<file path="src/rtl/core/lorq_pkg.sv">
// Package for the Lamport-ordered request queue: widths, function codes,
// register indexes and parameter defaults. No dependencies.
`timescale 1ns / 1ps
package lorq_pkg;
    localparam int MAX_PROCS_DEF  = 16;
    localparam int STAMP_BITS_DEF = 32;
    localparam int TS_W    = 32;
    localparam int RANK_W  = 4;
    localparam int AMT_W   = 8;
    localparam int TOT_W   = 12;
    localparam int PC_W    = 5;
    localparam int CFG_W   = 12;
    localparam int IDX_W   = 2;
    localparam logic [TOT_W-1:0] TOT_MAX = '1;

    typedef enum logic [2:0] {
        FN_RIBBON  = 3'd0,
        FN_HORSE   = 3'd1,
        FN_ACK     = 3'd2,
        FN_RELEASE = 3'd3,
        FN_QUERY   = 3'd4
    } func_t;

    localparam logic [IDX_W-1:0] REG_OWN_RANK     = 2'd0;
    localparam logic [IDX_W-1:0] REG_PROC_COUNT   = 2'd1;
    localparam logic [IDX_W-1:0] REG_RIBBON_LIMIT = 2'd2;
    localparam logic [IDX_W-1:0] REG_HORSE_LIMIT  = 2'd3;

    // Walk codes for a request table.
    localparam logic [1:0] OP_INS  = 2'd0;
    localparam logic [1:0] OP_REM  = 2'd1;
    localparam logic [1:0] OP_SCAN = 2'd2;

    // Configuration as seen by the table engine.
    typedef struct packed {
        logic [RANK_W-1:0] own_rank;
        logic [TOT_W-1:0]  ribbon_limit;
        logic [PC_W-1:0]   horse_limit;
    } cfg_t;
endpackage

</file>
<file path="src/rtl/core/lorq_table.sv">
// One sorted request table held in a synchronous memory, with insert, remove
// and scan walks driven by a small sequencer. Depends on lorq_pkg.
`timescale 1ns / 1ps
module lorq_table #(
    parameter int DEPTH = 16,
    parameter int SW    = 32
) (
    input  logic                      clk,
    input  logic                      rst_n,
    input  logic                      go,
    input  logic [1:0]                op,      // 0 insert, 1 remove, 2 scan
    input  logic [SW-1:0]             key_stamp,
    input  logic [lorq_pkg::RANK_W-1:0] key_rank,
    input  logic [lorq_pkg::AMT_W-1:0]  key_amt,
    output logic                      done,
    output logic [$clog2(DEPTH+1)-1:0] found_pos,  // 1-based, 0 absent
    output logic [lorq_pkg::TOT_W-1:0] ahead_sum
);
    import lorq_pkg::*;

    localparam int AW = $clog2(DEPTH);
    localparam int CW = $clog2(DEPTH+1);

    typedef struct packed {
        logic [SW-1:0]     stamp;
        logic [RANK_W-1:0] rank;
        logic [AMT_W-1:0]  amt;
    } entry_t;

    typedef enum logic [3:0] {
        S_IDLE = 4'b0001,
        S_RD   = 4'b0010,
        S_EXE  = 4'b0100,
        S_DONE = 4'b1000
    } st_t;

    entry_t mem [DEPTH];
    entry_t rd_q;
    st_t state_reg, state_next;
    logic [CW-1:0] count_reg, count_next;
    logic [CW-1:0] r_reg, r_next;       // read pointer
    logic [CW-1:0] w_reg, w_next;       // write pointer
    logic [1:0] op_reg;
    entry_t key_reg;
    logic stop_reg, stop_next;
    logic [CW-1:0] pos_reg, pos_next;
    logic [TOT_W-1:0] sum_reg, sum_next;
    logic we;
    logic [AW-1:0] wa;
    entry_t wd;
    logic [AW-1:0] ra;
    logic [TOT_W:0] add;
    logic key_first;

    // Insertion runs from the tail downwards, shifting larger entries up.
    assign ra = (op_reg == OP_INS) ? AW'(r_reg - CW'(1)) : r_reg[AW-1:0];
    assign key_first = (key_reg.stamp != rd_q.stamp) ? (key_reg.stamp < rd_q.stamp)
                                                     : (key_reg.rank < rd_q.rank);
    assign add = {1'b0, sum_reg} + (TOT_W+1)'(rd_q.amt);

    // Memory with registered read.
    always_ff @(posedge clk)
    begin
        if (we)
            mem[wa] <= wd;
        rd_q <= mem[ra];
    end

    always_comb
    begin
        state_next = state_reg;
        count_next = count_reg;
        r_next = r_reg;
        w_next = w_reg;
        stop_next = stop_reg;
        pos_next = pos_reg;
        sum_next = sum_reg;
        we = 1'b0;
        wa = w_reg[AW-1:0];
        wd = key_reg;
        case (state_reg)
            S_IDLE:
            begin
                if (go)
                begin
                    pos_next = '0;
                    sum_next = '0;
                    stop_next = 1'b0;
                    if (op == OP_INS)
                    begin
                        r_next = count_reg;
                        w_next = count_reg;
                        state_next = (count_reg >= CW'(DEPTH)) ? S_DONE
                                   : (count_reg == '0) ? S_EXE : S_RD;
                    end
                    else
                    begin
                        r_next = '0;
                        w_next = '0;
                        state_next = (count_reg == '0) ? S_DONE : S_RD;
                    end
                end
            end
            S_RD:
                state_next = S_EXE;
            S_EXE:
            begin
                if (op_reg == OP_INS)
                begin
                    if (r_reg != '0 && key_first)
                    begin
                        we = 1'b1;
                        wd = rd_q;
                        r_next = r_reg - CW'(1);
                        w_next = w_reg - CW'(1);
                        state_next = (r_reg == CW'(1)) ? S_EXE : S_RD;
                    end
                    else
                    begin
                        we = 1'b1;
                        wd = key_reg;
                        count_next = count_reg + CW'(1);
                        state_next = S_DONE;
                    end
                end
                else if (op_reg == OP_REM)
                begin
                    if (rd_q.rank != key_reg.rank)
                    begin
                        we = 1'b1;
                        wd = rd_q;
                        w_next = w_reg + CW'(1);
                    end
                    r_next = r_reg + CW'(1);
                    if (r_reg + CW'(1) >= count_reg)
                    begin
                        count_next = (rd_q.rank != key_reg.rank) ? w_reg + CW'(1) : w_reg;
                        state_next = S_DONE;
                    end
                    else
                        state_next = S_RD;
                end
                else
                begin
                    if (!stop_reg && rd_q.rank == key_reg.rank)
                    begin
                        stop_next = 1'b1;
                        pos_next = r_reg + CW'(1);
                    end
                    else if (!stop_reg)
                        sum_next = add[TOT_W] ? TOT_MAX : add[TOT_W-1:0];
                    r_next = r_reg + CW'(1);
                    state_next = (r_reg + CW'(1) >= count_reg) ? S_DONE : S_RD;
                end
            end
            S_DONE:
                state_next = S_IDLE;
            default:
                state_next = S_IDLE;
        endcase
    end

    always_ff @(posedge clk or negedge rst_n)
    begin
        if (!rst_n)
        begin
            state_reg <= S_IDLE;
            count_reg <= '0;
        end
        else
        begin
            state_reg <= state_next;
            count_reg <= count_next;
        end
    end

    always_ff @(posedge clk)
    begin
        r_reg <= r_next;
        w_reg <= w_next;
        stop_reg <= stop_next;
        pos_reg <= pos_next;
        sum_reg <= sum_next;
        if (state_reg == S_IDLE && go)
        begin
            op_reg <= op;
            key_reg <= '{stamp: key_stamp, rank: key_rank, amt: key_amt};
        end
    end

    assign done = (state_reg == S_DONE);
    assign found_pos = pos_reg;
    assign ahead_sum = sum_reg;

    // The table never holds more entries than it has rows.
    a_count_bound: assert property (@(posedge clk) disable iff (!rst_n)
        count_reg <= CW'(DEPTH)) else $error("table count overflow");
    // A walk always finishes by passing through the done state.
    a_done_idle: assert property (@(posedge clk) disable iff (!rst_n)
        state_reg == S_DONE |=> state_reg == S_IDLE) else $error("done not one cycle");
    // A write never happens outside the execute state.
    a_we_exe: assert property (@(posedge clk) disable iff (!rst_n)
        we |-> state_reg == S_EXE) else $error("stray table write");
endmodule

</file>
<file path="src/rtl/core/lamport_ordered_request_queue_unit.sv">
// Top level of the Lamport-ordered request queue: clock, ack counter,
// registers and control over two lorq_table instances. Depends on lorq_pkg.
`timescale 1ns / 1ps
// Usage: pulse start with func, source_rank, timestamp and amount while busy
// is low; the request is taken at that edge and busy rises. When the work is
// done, result_valid is high for exactly one cycle with all result fields,
// and busy falls in the same cycle, so a new request can be given next.
// Walk length depends on the request: ack and unused codes do no table walk,
// nor does a request into a full table; other requests walk their own table
// down from the tail, shifting entries until a comparison stops the walk;
// release and query walk every stored entry of both tables, each entry read
// through the single read port of its table memory, which has a registered
// read. The receiver cannot stall: each result is presented once.
// Configuration writes (cfg_we, cfg_index, cfg_data) take effect at once and
// must only be made while busy is low. Reset empties both tables, clears the
// clock and ack count and restores the register defaults (rank 0, 16
// processes, ribbon limit 10, horse limit 5); no clearing pass is needed.
module lamport_ordered_request_queue_unit #(
    parameter int MAX_PROCS  = lorq_pkg::MAX_PROCS_DEF,
    parameter int STAMP_BITS = lorq_pkg::STAMP_BITS_DEF
) (
    input  logic                        clk,
    input  logic                        rst_n,
    input  logic                        cfg_we,
    input  logic [lorq_pkg::IDX_W-1:0]  cfg_index,
    input  logic [lorq_pkg::CFG_W-1:0]  cfg_data,
    input  logic                        start,
    output logic                        busy,
    input  logic [2:0]                  func,
    input  logic [lorq_pkg::RANK_W-1:0] source_rank,
    input  logic [lorq_pkg::TS_W-1:0]   timestamp,
    input  logic [lorq_pkg::AMT_W-1:0]  amount,
    output logic                        result_valid,
    output logic                        reply_valid,
    output logic [lorq_pkg::TS_W-1:0]   reply_timestamp,
    output logic [4:0]                  horse_position,
    output logic [lorq_pkg::TOT_W-1:0]  ribbon_total,
    output logic                        ribbon_granted,
    output logic                        horse_granted,
    output logic                        acks_complete
);
    import lorq_pkg::*;

    localparam int CW = $clog2(MAX_PROCS+1);

    typedef enum logic [3:0] {
        M_IDLE = 4'b0001,
        M_GO   = 4'b0010,
        M_WAIT = 4'b0100,
        M_OUT  = 4'b1000
    } mst_t;

    mst_t state_reg;
    cfg_t cfg_reg;
    logic [PC_W-1:0] pc_reg, ack_reg;
    logic [STAMP_BITS-1:0] clock_reg;
    func_t func_reg;
    logic [RANK_W-1:0] src_reg;
    logic [STAMP_BITS-1:0] ts_reg;
    logic [AMT_W-1:0] amt_reg;
    logic r_done_reg, h_done_reg;
    logic r_go, h_go, r_done, h_done;
    logic [1:0] r_op, h_op;
    logic [RANK_W-1:0] key_rank;
    logic [CW-1:0] r_pos, h_pos;
    logic [TOT_W-1:0] r_sum, h_sum;
    logic [TOT_W:0] tot;
    logic [TOT_W-1:0] tot_sat;
    logic [4:0] hpos5;
    logic is_req, is_q;

    assign is_req = (func_reg == FN_RIBBON) || (func_reg == FN_HORSE);
    assign is_q = (func_reg == FN_QUERY);
    assign key_rank = is_q ? cfg_reg.own_rank : src_reg;
    assign r_op = (func_reg == FN_RIBBON) ? OP_INS : (func_reg == FN_RELEASE) ? OP_REM : OP_SCAN;
    assign h_op = (func_reg == FN_HORSE) ? OP_INS : (func_reg == FN_RELEASE) ? OP_REM : OP_SCAN;
    assign r_go = (state_reg == M_GO) &&
        (func_reg == FN_RIBBON || func_reg == FN_RELEASE || is_q);
    assign h_go = (state_reg == M_GO) &&
        (func_reg == FN_HORSE || func_reg == FN_RELEASE || is_q);

    lorq_table #(.DEPTH(MAX_PROCS), .SW(STAMP_BITS)) u_ribbon (
        .clk, .rst_n, .go(r_go), .op(r_op), .key_stamp(ts_reg), .key_rank(key_rank),
        .key_amt(amt_reg), .done(r_done), .found_pos(r_pos), .ahead_sum(r_sum));
    lorq_table #(.DEPTH(MAX_PROCS), .SW(STAMP_BITS)) u_horse (
        .clk, .rst_n, .go(h_go), .op(h_op), .key_stamp(ts_reg), .key_rank(key_rank),
        .key_amt(8'd0), .done(h_done), .found_pos(h_pos), .ahead_sum(h_sum));

    // Query figures from the two walks.
    assign tot = {1'b0, r_sum} + (TOT_W+1)'(amt_reg);
    assign tot_sat = tot[TOT_W] ? TOT_MAX : tot[TOT_W-1:0];
    assign hpos5 = 5'(h_pos);

    // Registers, control and request sequencing.
    always_ff @(posedge clk or negedge rst_n)
    begin
        if (!rst_n)
        begin
            state_reg <= M_IDLE;
            cfg_reg <= '{own_rank: '0, ribbon_limit: TOT_W'(10), horse_limit: 5'd5};
            pc_reg <= 5'd16;
            ack_reg <= '0;
            clock_reg <= '0;
            r_done_reg <= 1'b0;
            h_done_reg <= 1'b0;
            result_valid <= 1'b0;
        end
        else
        begin
            result_valid <= 1'b0;
            if (cfg_we)
            begin
                case (cfg_index)
                    REG_OWN_RANK:     cfg_reg.own_rank <= cfg_data[RANK_W-1:0];
                    REG_PROC_COUNT:   pc_reg <= cfg_data[PC_W-1:0];
                    REG_RIBBON_LIMIT: cfg_reg.ribbon_limit <= cfg_data[TOT_W-1:0];
                    REG_HORSE_LIMIT:  cfg_reg.horse_limit <= cfg_data[PC_W-1:0];
                    default: ;
                endcase
            end
            case (state_reg)
                M_IDLE:
                    if (start)
                        state_reg <= M_GO;
                M_GO:
                begin
                    r_done_reg <= !r_go;
                    h_done_reg <= !h_go;
                    if (is_req)
                        clock_reg <= ((ts_reg > clock_reg) ? ts_reg : clock_reg)
                                     + STAMP_BITS'(1);
                    if (func_reg == FN_ACK && ack_reg < pc_reg)
                        ack_reg <= ack_reg + PC_W'(1);
                    state_reg <= M_WAIT;
                end
                M_WAIT:
                begin
                    if (r_done) r_done_reg <= 1'b1;
                    if (h_done) h_done_reg <= 1'b1;
                    if ((r_done_reg || r_done) && (h_done_reg || h_done))
                        state_reg <= M_OUT;
                end
                M_OUT:
                begin
                    result_valid <= 1'b1;
                    state_reg <= M_IDLE;
                end
                default:
                    state_reg <= M_IDLE;
            endcase
        end
    end

    // Request capture and result payload.
    always_ff @(posedge clk)
    begin
        if (state_reg == M_IDLE && start)
        begin
            func_reg <= func_t'(func);
            src_reg <= source_rank;
            ts_reg <= STAMP_BITS'(timestamp);
            amt_reg <= amount;
        end
        if (state_reg == M_OUT)
        begin
            reply_valid <= is_req;
            reply_timestamp <= TS_W'(clock_reg);
            horse_position <= is_q ? hpos5 : 5'd0;
            ribbon_total <= is_q ? tot_sat : '0;
            ribbon_granted <= is_q && (tot_sat <= cfg_reg.ribbon_limit);
            horse_granted <= is_q && (hpos5 != 5'd0) && (hpos5 <= cfg_reg.horse_limit);
            acks_complete <= (ack_reg >= pc_reg);
        end
    end

    assign busy = (state_reg != M_IDLE);

    // A result follows only the output state.
    a_res: assert property (@(posedge clk) disable iff (!rst_n)
        result_valid |-> $past(state_reg) == M_OUT) else $error("stray result");
    // Acks never pass the process count by counting.
    a_ack: assert property (@(posedge clk) disable iff (!rst_n)
        $past(state_reg) == M_GO && $past(func_reg) == FN_ACK && $past(ack_reg) < $past(pc_reg)
        && !$past(cfg_we) |-> ack_reg <= pc_reg) else $error("ack overrun");
    // Busy holds while a request is in flight.
    a_busy: assert property (@(posedge clk) disable iff (!rst_n)
        state_reg != M_IDLE |-> busy) else $error("busy dropped");
endmodule
</file>
<file path="config.mk">
export PLATFORM = sky130hd
export DESIGN_NAME = lamport_ordered_request_queue_unit
export DESIGN_NICKNAME = d
export VERILOG_FILES = /design/src/rtl/core/lorq_pkg.sv /design/src/rtl/core/lorq_table.sv /design/src/rtl/core/lamport_ordered_request_queue_unit.sv
export SDC_FILE = /design/constraint.sdc
export NUM_CORES = 2
export LEC_CHECK = 0
export ABC_AREA = 1
export BUFFER_PORTS_ARGS = -buffer_cell sky130_fd_sc_hd__buf_4
export CAP_MARGIN = 10
export CORE_MARGIN = 2
export CORE_UTILIZATION = 55
export DETAILED_ROUTE_END_ITERATION = 12
export PLACE_DENSITY_LB_ADDON = 0.2
export SYNTH_ARGS = -nofsm -noshare
export SYNTH_HDL_FRONTEND = slang
export SYNTH_SLANG_ARGS = --single-unit
</file>
<file path="constraint.sdc">
create_clock -name clk -period 6.53 [get_ports clk]
set_input_delay 0.653 -clock clk [delete_from_list [all_inputs] [get_ports clk]]
set_output_delay 0.653 -clock clk [all_outputs]
set_load 0.1 [all_outputs]
</file>
# Word-level counts from Yosys, hierarchy flattened

Memories as Yosys holds them, arrays and structs flattened. A register that Yosys moved wholly into a read port is not among the register bits.
Cells that the tools add are included.

Output and inout port bits: 55
Memories: 2
Bits in registers: 311
Memory bits (writable): 1,408
Bits of input ports: 65
Word-level logic and storage cells: 290

Add/sub/neg operators: 14
Eq/ne operators: 50
Order comparisons: 13
Muxes and demuxes: 110
Reduce and logical (&&, ||, !) cells: 61

Memory list:

| name         | words | bits a word | rd ports | clocked after Yosys merged registers in | wr ports | line             | RTL |
|---|---|---|---|---|---|---|---|
| u_horse.mem  | 16    | 44          | 1        | 1                                       | 1        | lorq_table.sv:37 | `entry_t mem [DEPTH];` |
| u_ribbon.mem | 16    | 44          | 1        | 1                                       | 1        | lorq_table.sv:37 |  |

Operator list:

| cell                  | count |
|---|---|
| $mux 44               | 10 |
| $mux 5                | 28 |
| $mux 12               | 7 |
| $mux 4                | 19 |
| $lt 32x32->1          | 2 |
| $ne 32x32->1          | 2 |
| $pmux 5 s2            | 5 |
| $pmux 4 s3            | 3 |
| $add 5x1->5 const B   | 7 |
| $add 32x1->32 const B | 1 |
| $gt 32x32->1          | 1 |
| $mux 32               | 1 |
| $ne 2x2->1 const B    | 14 |
| $add 12x8->13         | 2 |
| $mux 1                | 25 |
| $pmux 12 s2           | 1 |
| $sub 5x1->5 const B   | 4 |
| $reduce_and 2->1      | 9 |
| $reduce_and 4->1      | 4 |
| $ge 5x5->1            | 3 |
| $reduce_bool 5->1     | 3 |
| $logic_and 1x1->1     | 14 |
| $reduce_bool 2->1     | 7 |
| $eq 4x1->1 const B    | 3 |
| other kinds (31)      | 73 |

# Depth between registers and ports, before layout

Word-level depth: 7
Mapped depth: 26
Depth with buffers taken out: 26

# By module

A second synthesis with hierarchy kept.

Cell total of the unflattened synthesis: 6,566
Area total of the unflattened synthesis: 79,381.1 um2

By module, submodules not included:

| module                             | instances | cells an instance | sequential area each (um2) | area an instance (um2) |
|---|---|---|---|---|
| lorq_table at u_horse              | 1         | 2,841             | 24,469.7                   | 35,276.3 |
| lorq_table at u_ribbon             | 1         | 2,720             | 24,469.7                   | 34,893.5 |
| lamport_ordered_request_queue_unit | 1         | 1,005             | 4,762.1                    | 9,211.3 |

# Worst setup path after synthesis

No wires, ideal clock.

Kind: flip-flop to flip-flop
Start: reg state_reg[1]
End: reg result_valid
Path buffers: 0
Clock period less this slack: 6,279 ps
Data required time: 5,885 ps
Data arrival time: 5,634 ps
Cell stages (with the launch flop): 2
Setup slack: 251 ps
Setup time: 645 ps
Cell sequence: dfrtp_1 -> nor4_1

Word-level cells in the longest chain between the ends: 2

Ends and longest elaborated chain:

| item                   | line                                      | RTL |
|---|---|---|
| from (decl)            | lamport_ordered_request_queue_unit.sv:53  | `mst_t state_reg;` |
| from (signal assigned) | lamport_ordered_request_queue_unit.sv:99  | `state_reg <= M_IDLE;` |
| from (signal assigned) | lamport_ordered_request_queue_unit.sv:124 | `state_reg <= M_GO;` |
| from (signal assigned) | lamport_ordered_request_queue_unit.sv:134 | `state_reg <= M_WAIT;` |
| $eq 4x4->1             | lamport_ordered_request_queue_unit.sv:121 | `case (state_reg)` |
| $mux 1                 | lamport_ordered_request_queue_unit.sv:121 |  |
| to (signal assigned)   | lamport_ordered_request_queue_unit.sv:106 | `result_valid <= 1'b0;` |
| to (signal assigned)   | lamport_ordered_request_queue_unit.sv:110 | `result_valid <= 1'b0;` |
| to (signal assigned)   | lamport_ordered_request_queue_unit.sv:145 | `result_valid <= 1'b1;` |
| to (decl)              | lamport_ordered_request_queue_unit.sv:33  | `output logic result_valid,` |

No other way between the ends.
A chain may end at the register's enable or synchronous reset.

==> run summary <==
Final GP Congestion - 0.8856
Synthesis Warnings - 0
Setup Skew - 34.78 ps
kind of critical path - reg2reg
die area - 132000 um^2
top cells by area, synth - edfxtp_1 64%, nor2_1 4.7%, o21ai_0 4.1%
metal2 WL - 88160 um
DRT met1 WL - 75080 um
Nets - 6111
# setup viols final - 0
vias after detailed routing - 47.23k
Mapped Cells - 5745
Setup crit start - u_ribbon.key_reg[43]$_DFFE_PP_
DP HPWL - 106700 um
synth-to-layout area growth - 12.54%
TritonCTS clock tree - done
CP max FO - 17
fin crit share - 0.6598
post-cts repair resize count - 0
Worst-Skew Late Latency - 820 ps
antenna violations before repair - 10
Fmax achieved - 232.1 MHz
Num CTS Buffers - 168
measured slew at the worst slew-check pin - 1263 ps
Top delay family on crit path - simple AND/OR/NAND/NOR gates
total core area - 127800 um^2
Hold Crit Start - timestamp[3]
Setup TNS - 0 ps
crit start category - register
first-pass GRT wire length - 277300 um
Main synth FF type - edfxtp_1
max FFs per register - 704
DIE WIDTH - 363.3 um
Final ANT Viol Nets - 0
PortBufs - 119
Fill cells - 9561
Core Util, Final - 0.6249
Pre-Repair DR Iteration Count - 6
Slew headroom - 0.1582
clock period minus worst slack - 4309 ps
pwr dens - 343.4 nW/um^2
die height - 363.3 um
area of the mapped netlist - 70990 um^2
critical path cell sequence - ha_1 > nand4_1 > nor3_1 > inv_1 > nor4_2 > nand3_1 > nand2_1 > nand3_2 > buf_4 > nand2_1 > nand3_1 > a21oi_1
ys async rst share - 0.05266
FF-to-FF End - u_ribbon.mem[13][28]$_DFFE_PP_
CTS root buffer - clkbuf_16
Initial Util - 0.5553
R2R cell count - 12
total power - 27.43 mW
Iteration-0 DRC Markers - 5694
Final Max Tran Viols - 0
register area - 48950 um^2
Bufs and invs on worst path - 2
final hold vios - 0
Worst Hold Depth - 1
vias in the first global route - 45.37k
share of post-route cells with drive strength above 1 - 0.1027
post-route DRC violation count - 0
I/O Pins - 120
register-to-register setup slack - 2220 ps
grt ovf - 0
Top reg by flops - u_ribbon.mem
Yosys top cell by area - edfxtp_1
clock buffer depth - 3
Largest regs - u_ribbon.mem (704), u_horse.mem (576)
post-synthesis cell type count - 58
Highest Signal Layer - met5
Crit-path slowest cell - a21oi_1
flops & latches, synth - 1671
Hold Crit Class - in2reg
Critical Path Sink Type - register
Wirelength per Cell - 24.17 um
GRT Total Usage - 0.2798
Vias/cell - 6.147
Synth top area share - 0.6358
Max Cap Violations - 0
DRT Wirelength - 185700 um
Critical Path AT - 4720 ps
met3 WL - 14960 um
# clock sinks - 1671
CTS clk-pin slew, worst paths - 70 ps
Critical R2R Launch - u_ribbon.key_reg[43]$_DFFE_PP_
most common cell in the netlist - edfxtp_1
VDD IR max - 0.3331 mV
status - finished clean
H-tree Lvls - 4
hold worst-path end - ts_reg[3]$_DFFE_PP_
RSZ-0062 raised after global routing - no
sequential cell area fraction in the yosys report - 0.6895
post-synthesis net count - 5986
area occupied by multi-input gates - 19710 um^2
number of flops mapped to enable cells by yosys - 1503
Crit path required time - 6940 ps
largest net degree at the start of global routing - 197
Row Count - 131
Leak - 28.58 nW
most instantiated cells after synthesis - 1503 x edfxtp_1, 895 x nor2_1, 579 x o21ai_0, 506 x nand2_1, 349 x inv_1
Mean Syn Cell Area - 12.36 um^2
CP max stage delay - 970 ps
## how the worst max path moves through the flow
stage                                endpoint  slack, ps  depth (start not counted)
2_1_floorplan          result_valid$_DFF_PN0_        250                          1
3_3_place_gp    u_horse.mem[12][25]$_DFFE_PP_       2340                         12
3_5_place_dp    u_horse.mem[12][25]$_DFFE_PP_       2250                         12
4_1_cts          u_horse.mem[7][25]$_DFFE_PP_       2230                         12
5_1_grt         u_ribbon.mem[4][26]$_DFFE_PP_       1940                         12
6_report       u_ribbon.mem[13][28]$_DFFE_PP_       2220                         12
## layout make-up
class	count	share of cell area
Timing Repair Buffer	271	0.02784
Antenna cell	6	0.0001879
Tap cell	1662	0.02603
Clock buffer	227	0.05877
Multi-Input combinational cell	3397	0.2467
Inverter	361	0.01712
Clock inverter	89	0.01068
Sequential cell	1671	0.6126
## cells by family (layout without fill, tap and decap cells)
| logic type | count (synthesis) | count (layout) | share of synthesized area |
|---|---|---|---|
| AOI/OAI and AO/OA | 1289 | 1289 | 0.1132 |
| other | 0 | 6 | 0 |
| muxes | 161 | 161 | 0.02272 |
| xor gates and xnor gates | 28 | 28 | 0.003455 |
| adders and majority gates | 176 | 176 | 0.03123 |
| buffers and inverters | 677 | 948 | 0.03738 |
| DFF | 1671 | 1671 | 0.6895 |
| and+or+nand+nor | 1743 | 1743 | 0.1025 |
## stage by stage
step	worst slack (ps)	instances	hold WS, ps	cell area (um^2)
2_1_floorplan	251.3	5745	357.4	70990
3_3_place_gp	2335	7331	456.0	74020
3_5_place_dp	2249	7331	458.4	74020
4_1_cts	2226	7678	0.1461	79880
5_1_grt	1938	7678	13.41	79880
6_report	2221	7684	49.17	79890
## power by group
group	total (mW)	internal, mW	switching [mW]
logic	4.79	1.50	3.29
clock network	9.60	5.51	4.09
registers	13.0	12.3	0.730
total	27.4	19.3	8.11
## layer usage
metal	GRT usage	up-vias
met3	0.04487	374
met4	0.1185	2
met5	0	-
li1	-	21390
met2	0.4491	2053
met1	0.3821	23420
## worst register-to-register path, stage by stage (launching register included)
cell and delay (ps):
edfxtp_1 510, ha_1 370, nand4_1 120, nor3_1 150
inv_1 90, nor4_2 260, nand3_1 210, nand2_1 210
nand3_2 440, buf_4 420, nand2_1 90, nand3_1 60
a21oi_1 970
## cell usage in the layout, fill, tap and decap left out, drive strengths merged, types with 65 or more instances in the layout
master and instances:
o32ai 159, nand4 73, o21ai 626, dfxtp 80, inv 367, o211ai 85
ha 174, mux2i 160, clkinv 65, a21oi 166, buf 240, edfxtp 1503
nor2 914, dfrtp 80, nand2 529, nand3 184, clkbuf 227, o221ai 111
## timing repair
item | 4_1_cts | 5_1_grt
hold endpoints to repair | 49 | 0
hold buffers | 31 | 0
buffers inserted | 0 | 0
Note: power is estimated with default switching activity, not from simulation.
